===== config.mk =====
export PLATFORM = sky130hd
export DESIGN_NAME = crc16_arc_region_verifier_core
export DESIGN_NICKNAME = d
export VERILOG_FILES = /design/src/rtl/crcv_pkg.sv /design/src/rtl/crc16_arc_region_verifier_core.sv
export SDC_FILE = /design/constraint.sdc
export NUM_CORES = 1
export LEC_CHECK = 0
export BUFFER_PORTS_ARGS = -buffer_cell sky130_fd_sc_hd__buf_4
export CORE_MARGIN = 2
export CORE_UTILIZATION = 54
export DETAILED_ROUTE_END_ITERATION = 8
export GPL_ROUTABILITY_DRIVEN = 0
export PLACE_DENSITY = 0.81
export REMOVE_ABC_BUFFERS = 1
export SKIP_CTS_REPAIR_TIMING = 1
export SLEW_MARGIN = 20
export SYNTH_ARGS = -nofsm -noshare
export SYNTH_HDL_FRONTEND = slang
export SYNTH_SLANG_ARGS = --single-unit
export TNS_END_PERCENT = 1

===== constraint.sdc =====
create_clock -name clk -period 14 [get_ports clk]
set_clock_uncertainty 0.1 [all_clocks]
set_input_delay 3.5 -clock clk [delete_from_list [all_inputs] [get_ports clk]]
set_output_delay 3.5 -clock clk [all_outputs]
set_load 0.1 [all_outputs]

===== src/rtl/crcv_pkg.sv =====
// Shared types and constants for the CRC-16/ARC region verifier.
package crcv_pkg;

  typedef logic [16:0] pos_t;
  typedef logic [15:0] crc_t;

  // result status codes
  localparam logic [1:0] ST_MATCH    = 2'd0;
  localparam logic [1:0] ST_MISMATCH = 2'd1;
  localparam logic [1:0] ST_INVALID  = 2'd2;
  localparam logic [1:0] ST_UNKNOWN  = 2'd3;

  // configuration register indexes
  localparam logic [1:0] REG_LAYOUT_MODE     = 2'd0;
  localparam logic [1:0] REG_WINDOW_START    = 2'd1;
  localparam logic [1:0] REG_WINDOW_END      = 2'd2;
  localparam logic [1:0] REG_CHECKSUM_OFFSET = 2'd3;

  localparam crc_t CRC_POLY = 16'hA001;
  localparam crc_t CRC_INIT = 16'h0000;

  // fixed layouts
  localparam pos_t SMALL_SIZE  = 17'h08000;
  localparam pos_t SMALL_START = 17'h00030;
  localparam pos_t SMALL_END   = 17'h07FEA;
  localparam pos_t SMALL_OFF   = 17'h07FEA;
  localparam pos_t LARGE_SIZE  = 17'h10000;
  localparam pos_t LARGE_START = 17'h08041;
  localparam pos_t LARGE_END   = 17'h0FFFA;
  localparam pos_t LARGE_OFF   = 17'h0FFFA;

endpackage


===== src/rtl/crc16_arc_region_verifier_core.sv =====
// CRC-16/ARC region verifier: byte stream in, one status result per image.
//
//  channel | ports                                         | direction | transfer when
//  --------+-----------------------------------------------+-----------+------------------
//  in      | in_valid in_stall in_data_byte in_last_byte   | to block  | valid & !stall
//  out     | out_valid out_stall out_status out_*_crc      | from block| valid & !stall
//  cfg     | cfg_valid cfg_ready cfg_index cfg_data        | to block  | valid & ready
//
// One byte per cycle. Each byte updates three CRC-16 registers (explicit window and both
// fixed layouts) through one byte-wide CRC step; the last byte's status is formed in the
// same cycle and lands in the output register, so the result appears in the cycle after the
// last byte's transfer. Synchronous active-low reset clears the config and the counters.
// A stalled output only holds back a last byte; other bytes keep flowing.
module crc16_arc_region_verifier_core #(
  parameter int MAX_IMAGE_BYTES = 65536
) (
  input  logic        clk,
  input  logic        rst_n,
  input  logic        in_valid,
  output logic        in_stall,
  input  logic [7:0]  in_data_byte,
  input  logic        in_last_byte,
  output logic        out_valid,
  input  logic        out_stall,
  output logic [1:0]  out_status,
  output logic [15:0] out_computed_crc,
  output logic [15:0] out_stored_crc,
  input  logic        cfg_valid,
  output logic        cfg_ready,
  input  logic [1:0]  cfg_index,
  input  logic [16:0] cfg_data
);

  localparam crcv_pkg::pos_t MaxPos = 17'(MAX_IMAGE_BYTES);

  function automatic crcv_pkg::crc_t crc_step(input crcv_pkg::crc_t crc,
                                              input logic [7:0] b);
    crcv_pkg::crc_t c;
    c = crc ^ {8'h00, b};
    for (int i = 0; i < 8; i++) begin
      c = c[0] ? ((c >> 1) ^ crcv_pkg::CRC_POLY) : (c >> 1);
    end
    return c;
  endfunction

  function automatic crcv_pkg::crc_t crc_track(input crcv_pkg::pos_t pos,
                                               input logic [7:0] b,
                                               input crcv_pkg::pos_t start,
                                               input crcv_pkg::pos_t stop,
                                               input crcv_pkg::crc_t crc);
    return (pos >= start && pos < stop) ? crc_step(crc, b) : crc;
  endfunction

  // big-endian capture: high byte at off, low byte at off + 1
  function automatic crcv_pkg::crc_t word_track(input crcv_pkg::pos_t pos,
                                                input logic [7:0] b,
                                                input crcv_pkg::pos_t off,
                                                input crcv_pkg::crc_t word);
    crcv_pkg::crc_t w;
    w = word;
    if (pos == off) w[15:8] = b;
    if (pos == off + 17'd1) w[7:0] = b;
    return w;
  endfunction

  // configuration
  logic                 mode_r;
  crcv_pkg::pos_t       win_start_r, win_end_r;
  logic [15:0]          cks_off_r;

  // per-image state
  crcv_pkg::pos_t       pos_r, pos_nxt;
  crcv_pkg::crc_t       crc_exp_r, crc_sml_r, crc_lrg_r;
  crcv_pkg::crc_t       crc_exp_nxt, crc_sml_nxt, crc_lrg_nxt;
  crcv_pkg::crc_t       sto_exp_r, sto_sml_r, sto_lrg_r;
  crcv_pkg::crc_t       sto_exp_nxt, sto_sml_nxt, sto_lrg_nxt;

  // result register
  logic                 out_valid_r, out_valid_nxt;
  logic [1:0]           status_r, status_nxt;
  crcv_pkg::crc_t       comp_r, comp_nxt, stor_r, stor_nxt;

  logic                 in_xfer, too_long;
  crcv_pkg::pos_t       img_len, sel_start, sel_end, sel_off;
  crcv_pkg::crc_t       sel_crc, sel_sto;
  logic                 known;

  assign cfg_ready = 1'b1;
  assign in_stall  = out_valid_r && out_stall && in_last_byte;
  assign in_xfer   = in_valid && !in_stall;
  assign too_long  = pos_r >= MaxPos;
  assign img_len   = pos_r + 17'd1;

  always_comb begin
    crc_exp_nxt = crc_track(pos_r, in_data_byte, win_start_r, win_end_r, crc_exp_r);
    crc_sml_nxt = crc_track(pos_r, in_data_byte, crcv_pkg::SMALL_START,
                            crcv_pkg::SMALL_END, crc_sml_r);
    crc_lrg_nxt = crc_track(pos_r, in_data_byte, crcv_pkg::LARGE_START,
                            crcv_pkg::LARGE_END, crc_lrg_r);
    sto_exp_nxt = word_track(pos_r, in_data_byte, {1'b0, cks_off_r}, sto_exp_r);
    sto_sml_nxt = word_track(pos_r, in_data_byte, crcv_pkg::SMALL_OFF, sto_sml_r);
    sto_lrg_nxt = word_track(pos_r, in_data_byte, crcv_pkg::LARGE_OFF, sto_lrg_r);
    pos_nxt     = pos_r + 17'd1;
  end

  // final check, on the values that include the last byte
  always_comb begin
    known     = 1'b1;
    sel_start = win_start_r;
    sel_end   = win_end_r;
    sel_off   = {1'b0, cks_off_r};
    sel_crc   = crc_exp_nxt;
    sel_sto   = sto_exp_nxt;
    if (mode_r) begin
      if (img_len == crcv_pkg::SMALL_SIZE) begin
        sel_start = crcv_pkg::SMALL_START;
        sel_end   = crcv_pkg::SMALL_END;
        sel_off   = crcv_pkg::SMALL_OFF;
        sel_crc   = crc_sml_nxt;
        sel_sto   = sto_sml_nxt;
      end else if (img_len == crcv_pkg::LARGE_SIZE) begin
        sel_start = crcv_pkg::LARGE_START;
        sel_end   = crcv_pkg::LARGE_END;
        sel_off   = crcv_pkg::LARGE_OFF;
        sel_crc   = crc_lrg_nxt;
        sel_sto   = sto_lrg_nxt;
      end else begin
        known = 1'b0;
      end
    end
    status_nxt = crcv_pkg::ST_INVALID;
    comp_nxt   = '0;
    stor_nxt   = '0;
    if (!too_long) begin
      if (!known) begin
        status_nxt = crcv_pkg::ST_UNKNOWN;
      end else if (sel_end > img_len || sel_start > sel_end ||
                   sel_off + 17'd1 >= img_len) begin
        status_nxt = crcv_pkg::ST_INVALID;
      end else begin
        comp_nxt   = sel_crc;
        stor_nxt   = sel_sto;
        status_nxt = (sel_crc == sel_sto) ? crcv_pkg::ST_MATCH : crcv_pkg::ST_MISMATCH;
      end
    end
  end

  always_comb begin
    out_valid_nxt = out_valid_r && out_stall;
    if (in_xfer && in_last_byte) out_valid_nxt = 1'b1;
  end

  always_ff @(posedge clk) begin
    if (!rst_n) begin
      mode_r      <= 1'b0;
      win_start_r <= '0;
      win_end_r   <= '0;
      cks_off_r   <= '0;
    end else if (cfg_valid && cfg_ready) begin
      case (cfg_index)
        crcv_pkg::REG_LAYOUT_MODE:     mode_r      <= cfg_data[0];
        crcv_pkg::REG_WINDOW_START:    win_start_r <= cfg_data;
        crcv_pkg::REG_WINDOW_END:      win_end_r   <= cfg_data;
        crcv_pkg::REG_CHECKSUM_OFFSET: cks_off_r   <= cfg_data[15:0];
        default: ;
      endcase
    end
  end

  always_ff @(posedge clk) begin
    if (!rst_n || (in_xfer && in_last_byte)) begin
      pos_r     <= '0;
      crc_exp_r <= crcv_pkg::CRC_INIT;
      crc_sml_r <= crcv_pkg::CRC_INIT;
      crc_lrg_r <= crcv_pkg::CRC_INIT;
      sto_exp_r <= '0;
      sto_sml_r <= '0;
      sto_lrg_r <= '0;
    end else if (in_xfer && !too_long) begin
      pos_r     <= pos_nxt;
      crc_exp_r <= crc_exp_nxt;
      crc_sml_r <= crc_sml_nxt;
      crc_lrg_r <= crc_lrg_nxt;
      sto_exp_r <= sto_exp_nxt;
      sto_sml_r <= sto_sml_nxt;
      sto_lrg_r <= sto_lrg_nxt;
    end
  end

  always_ff @(posedge clk) begin
    if (!rst_n) begin
      out_valid_r <= 1'b0;
    end else begin
      out_valid_r <= out_valid_nxt;
    end
  end

  always_ff @(posedge clk) begin
    if (in_xfer && in_last_byte) begin
      status_r <= status_nxt;
      comp_r   <= comp_nxt;
      stor_r   <= stor_nxt;
    end
  end

  assign out_valid        = out_valid_r;
  assign out_status       = status_r;
  assign out_computed_crc = comp_r;
  assign out_stored_crc   = stor_r;

endmodule


## After elaboration in Yosys (flattened, before gate mapping)

Index checks and enable logic that the tools add are counted.

| storage, ports and cells | value |
|---|---|
| logic and storage cells | 144 |
| register bits after elaboration | 199 |
| output and inout bits | 37 |

| cells by class | value |
|---|---|
| equal/unequal tests | 12 |
| add/subtract/negate cells | 3 |
| mux-type cells | 55 |
| bitwise gates (word level) | 28 |
| reductions and logical operators | 20 |
| $lt $le $gt $ge | 10 |

Operators by type and width:

| kind | number |
|---|---|
| $mux W16 | 34 |
| $mux W17 | 8 |
| $not A2 Y3 | 24 |
| $eq A17 B16 Y1 const B | 3 |
| $mux W8 | 6 |
| $xor A16 B8 Y16 | 3 |
| $add A17 B1 Y17 const B | 2 |
| $eq A17 B15 Y1 const B | 2 |
| $ge A17 B17 Y1 | 2 |
| $gt A17 B17 Y1 | 2 |
| $add A16 B1 Y17 const B | 1 |
| $eq A17 B16 Y1 | 1 |
| $eq A17 B17 Y1 | 1 |
| $eq A17 B17 Y1 const B | 1 |
| $ge A17 B16 Y1 const B | 1 |
| $ge A17 B17 Y1 const B | 1 |
| $ge A17 B6 Y1 const B | 1 |
| $lt A17 B15 Y1 const B | 1 |
| $lt A17 B16 Y1 const B | 1 |
| $lt A17 B17 Y1 | 1 |
| $eq A16 B16 Y1 | 1 |
| $logic_and A1 B1 Y1 | 8 |
| $reduce_and A2 Y1 | 4 |
| $mux W1 | 7 |
| other kinds (7) | 12 |

## Longest topological paths before layout

| depth | value |
|---|---|
| word-level depth | 25 |
| gate-level depth with buffers | 28 |
| gate-level depth less buffers | 24 |

## Worst setup path after synthesis

OpenSTA, ideal clock, no wires.

| timing path | value |
|---|---|
| path type | input to output |
| from | in in_last_byte |
| to | out in_stall |
| path buffers | 0 |
| stages | 2 |
| required time | 10.400 ns |
| path slack | 6.149 ns |
| data arrival time | 4.251 ns |
| path through | nand3_1 -> inv_1 |

| on the way | value |
|---|---|
| longest elaborated chain between the ends | 1 |

RTL lines:

| element | RTL line | text |
|---|---|---|
| start, declared | crc16_arc_region_verifier_core.sv:22 | `input logic in_last_byte,` |
| $logic_and A1 B1 Y1 | crc16_arc_region_verifier_core.sv:89 | `assign in_stall = out_valid_r && out_stall && in_last_byte;` |
| end, declared | crc16_arc_region_verifier_core.sv:20 | `output logic in_stall,` |

Every way passes these cells.

## Worst setup path in the final report

Ends and elaborated chain as after synthesis.

==> impl_metrics.yaml <==
critical_path:
  critPathKind: "in -> out"
  arrival_ns: 4.06
  startpoint_type: "primary input"
  worst-path-max-fanout: 3
  endpoint_kind: "output port"
  crit_required_ns: 10.40
synthesis:
  netlist_area_mm2: 0.0140
  seq_area_frac_synth: 0.309
  yosysUniqueCellTypes: 75
  synth.top_cell.area_share: 0.236
  async_flop_share: 0
  synth.area.top_cells: "dfxtp_1 (24%), ha_1 (7.9%), nand2_1 (7.6%), edfxtp_1 (7.3%), xnor2_1 (6.9%)"
  ys.flop_type: "dfxtp_1"
  synth_seq_cells: 199
  synth_edf_count: 34
  syn_avg_cell_area_um2: 7.97
  synth_area_leader_cell: "dfxtp_1"
  ys_warn_count: 0
  netlist_instances: 1756
detailed_routing:
  viasPerCell: 6.31
  drt-pass1-iter-count: 6
  ant_nets: 0
  vias: 13100
  dr.first_iter.drc_count: 1313
  routed_wl_um: 41500
  drc: 0
  wl_per_cell_um: 20.0
die:
  die-area_mm2: 0.0272
  io_pins: 70
  start_util: 0.552
  core_area_mm2: 0.0253
  die_width_um: 165
  num_rows: 58
  die_h_um: 165
power:
  leakage_nw: 5.71
  power_frac_clock: 0.347
  intPower_mw: 0.991
  p_comb_frac: 0.252
  seqPwrFrac: 0.401
  peakVddDrop_uv: 87.3
  power_density_mw_per_mm2: 102
  swShare: 0.361
  p_switching_mw: 0.560
finish:
  syn2layout_area_growth_pct: 8.24
  diodes: 0
  fin_nets: 1851
  drive_gt1_frac: 0.0929
timing:
  setup_viol: 0
  hold_ws_ns: 0.352
  worstMarginPinSlew_ns: 1.11
  finalCritPeriodShare: 0.547
  finalSetupTns_ns: 0
  min_period_ns: 7.66
  rsz0062_at_grt: "no"
  fmax_mhz: 131
  drv_slew: 0
  finalHoldViolations: 0
  slew_headroom: 0.257
global_route:
  grt_overflow_total: 0
  grt_max_degree: 91
  grt_use_total: 0.307
  antenna_found_initial: 0
  grt_pass1_vias: 12400
  grt_pass1_wl_um: 65100
clock_network:
  cts.sinks: 199
  cts-root-buf: "clkbuf_16"
  cts_buffer_depth: 2
  clk_latency_ns: 0.45
  clk_pin_slew_ns: 0.08
  cts_buffers: 17
  htreeDepth: 4
  tritoncts: "yes"
worst_hold_path:
  hp-class: "reg -> reg"
run_status:
  outcome: "completed"
placement:
  dp_hpwl_um: 29700
  port-buffer-count: 68
run:
  cap_viol_max_count: 0
[power groups by stage]
| stage | combinational (mW) | sequential (mW) | clock [mW] |
|---|---|---|---|
| floorplan | 0.233 | 0.669 | 0 |
| global placement | 0.369 | 0.633 | 0 |
| detailed placement | 0.376 | 0.635 | 0 |
| CTS | 0.380 | 0.621 | 0.541 |
| global route | 0.414 | 0.624 | 0.561 |
| finish | 0.391 | 0.622 | 0.538 |
[per-layer routing]
layer	track usage	vias up	part of all wire
met5	0	-	0
met4	0.183	0	0.060
met3	0.0563	182	0.099
met2	0.498	795	0.45
met1	0.381	6058	0.39
li1	-	6048	-
[path summary, 6_finish.rpt]
check               startpoint             endpoint  slack (ns)  cells past startpoint
setup / recovery  in_last_byte             in_stall        6.34                      4
hold / removal    sto_exp_r[1]         sto_exp_r[1]        0.35                      2
setup reg to reg      pos_r[1]  out_computed_crc[7]        6.45                     21
hold reg to reg   sto_exp_r[1]         sto_exp_r[1]        0.35                      2
[metrics by stage]
step	area (um^2)	util	power [mW]	std cells	worst slack [ns]
after floorplan	13500	-	0.902	1633	6.15
after global placement	14500	0.572	1.00	2041	6.35
after detailed placement	14500	0.572	1.01	2041	6.35
after CTS	15100	0.598	1.54	2073	6.35
after global routing	15100	0.598	1.60	2073	6.03
final	15100	0.598	1.55	2073	6.34
[cell families (layout without fill, tap and decap cells)]
family	after synthesis	after routing	share of synthesized area
other	1	1	0.000268
multiplexers	73	73	0.0532
adder cells (fa/ha/maj)	88	88	0.0787
XOR/XNOR	166	166	0.107
AO/OA/AOI/OAI	365	365	0.171
AND/OR/NAND/NOR	679	679	0.227
flip-flops	199	199	0.309
buffers and inverters	185	172	0.0533
[layout by cell type (no fill, tap or decap), drive strengths merged, types with 22 or more instances in the layout]
| cell | netlist | routed |
|---|---|---|
| nor2 | 156 | 156 |
| edfxtp | 34 | 34 |
| a21oi | 110 | 110 |
| xnor2 | 112 | 112 |
| nor3 | 41 | 41 |
| a211oi | 22 | 22 |
| nor2b | 24 | 24 |
| xor2 | 51 | 51 |
| mux2i | 62 | 62 |
| nand3 | 59 | 59 |
| dfxtp | 165 | 165 |
| buf | 37 | 78 |
| inv | 62 | 73 |
| a21boi | 59 | 59 |
| o21ai | 55 | 55 |
| nand4 | 33 | 33 |
| nand2 | 284 | 284 |
| ha | 88 | 88 |
[synth_stat cells (11+ instances only)]
library cell,number
mux2i_1,62
and4_1,11
a32oi_1,13
nor3_1,34
and2_1,12
nand3_1,59
nand2_1,284
a31oi_1,15
o21a_1,13
inv_1,62
and3_1,14
dfxtp_1,165
xnor2_1,111
nor2_1,155
nor4_1,11
clkbuf_1,85
a21oi_1,110
o21ai_0,51
nor2b_1,24
mux2_2,11
a211oi_1,18
buf_2,31
xor2_1,51
a22oi_1,17
a21boi_0,59
ha_1,88
nand4_1,30
a21o_1,15
edfxtp_1,34
[cell type report]
type	count	area (um^2)
clock buffer	17	425
clock inverter	15	219
fill	2181	10200
inverter	62	233
multi-input combinational	1372	8940
sequential	199	4320
tap	330	413
timing repair buffer	78	586
[flip-flops by register name (all words and copies together) (netlist names)]
register / flops
out_stored_crc: 16
win_end_r: 17
sto_exp_r: 16
mode_r: 1
sto_sml_r: 16
crc_exp_r: 16
pos_r: 17
out_computed_crc: 16
crc_lrg_r: 16
win_start_r: 17
sto_lrg_r: 16
cks_off_r: 16
out_status: 2
crc_sml_r: 16
out_valid: 1
[worst max-delay path, stage by stage]
cell and delay (ns):
buf_4 0.08, nand3_1 0.12, inv_1 0.07, buf_4 0.28
(Power assumes the default switching activity.)
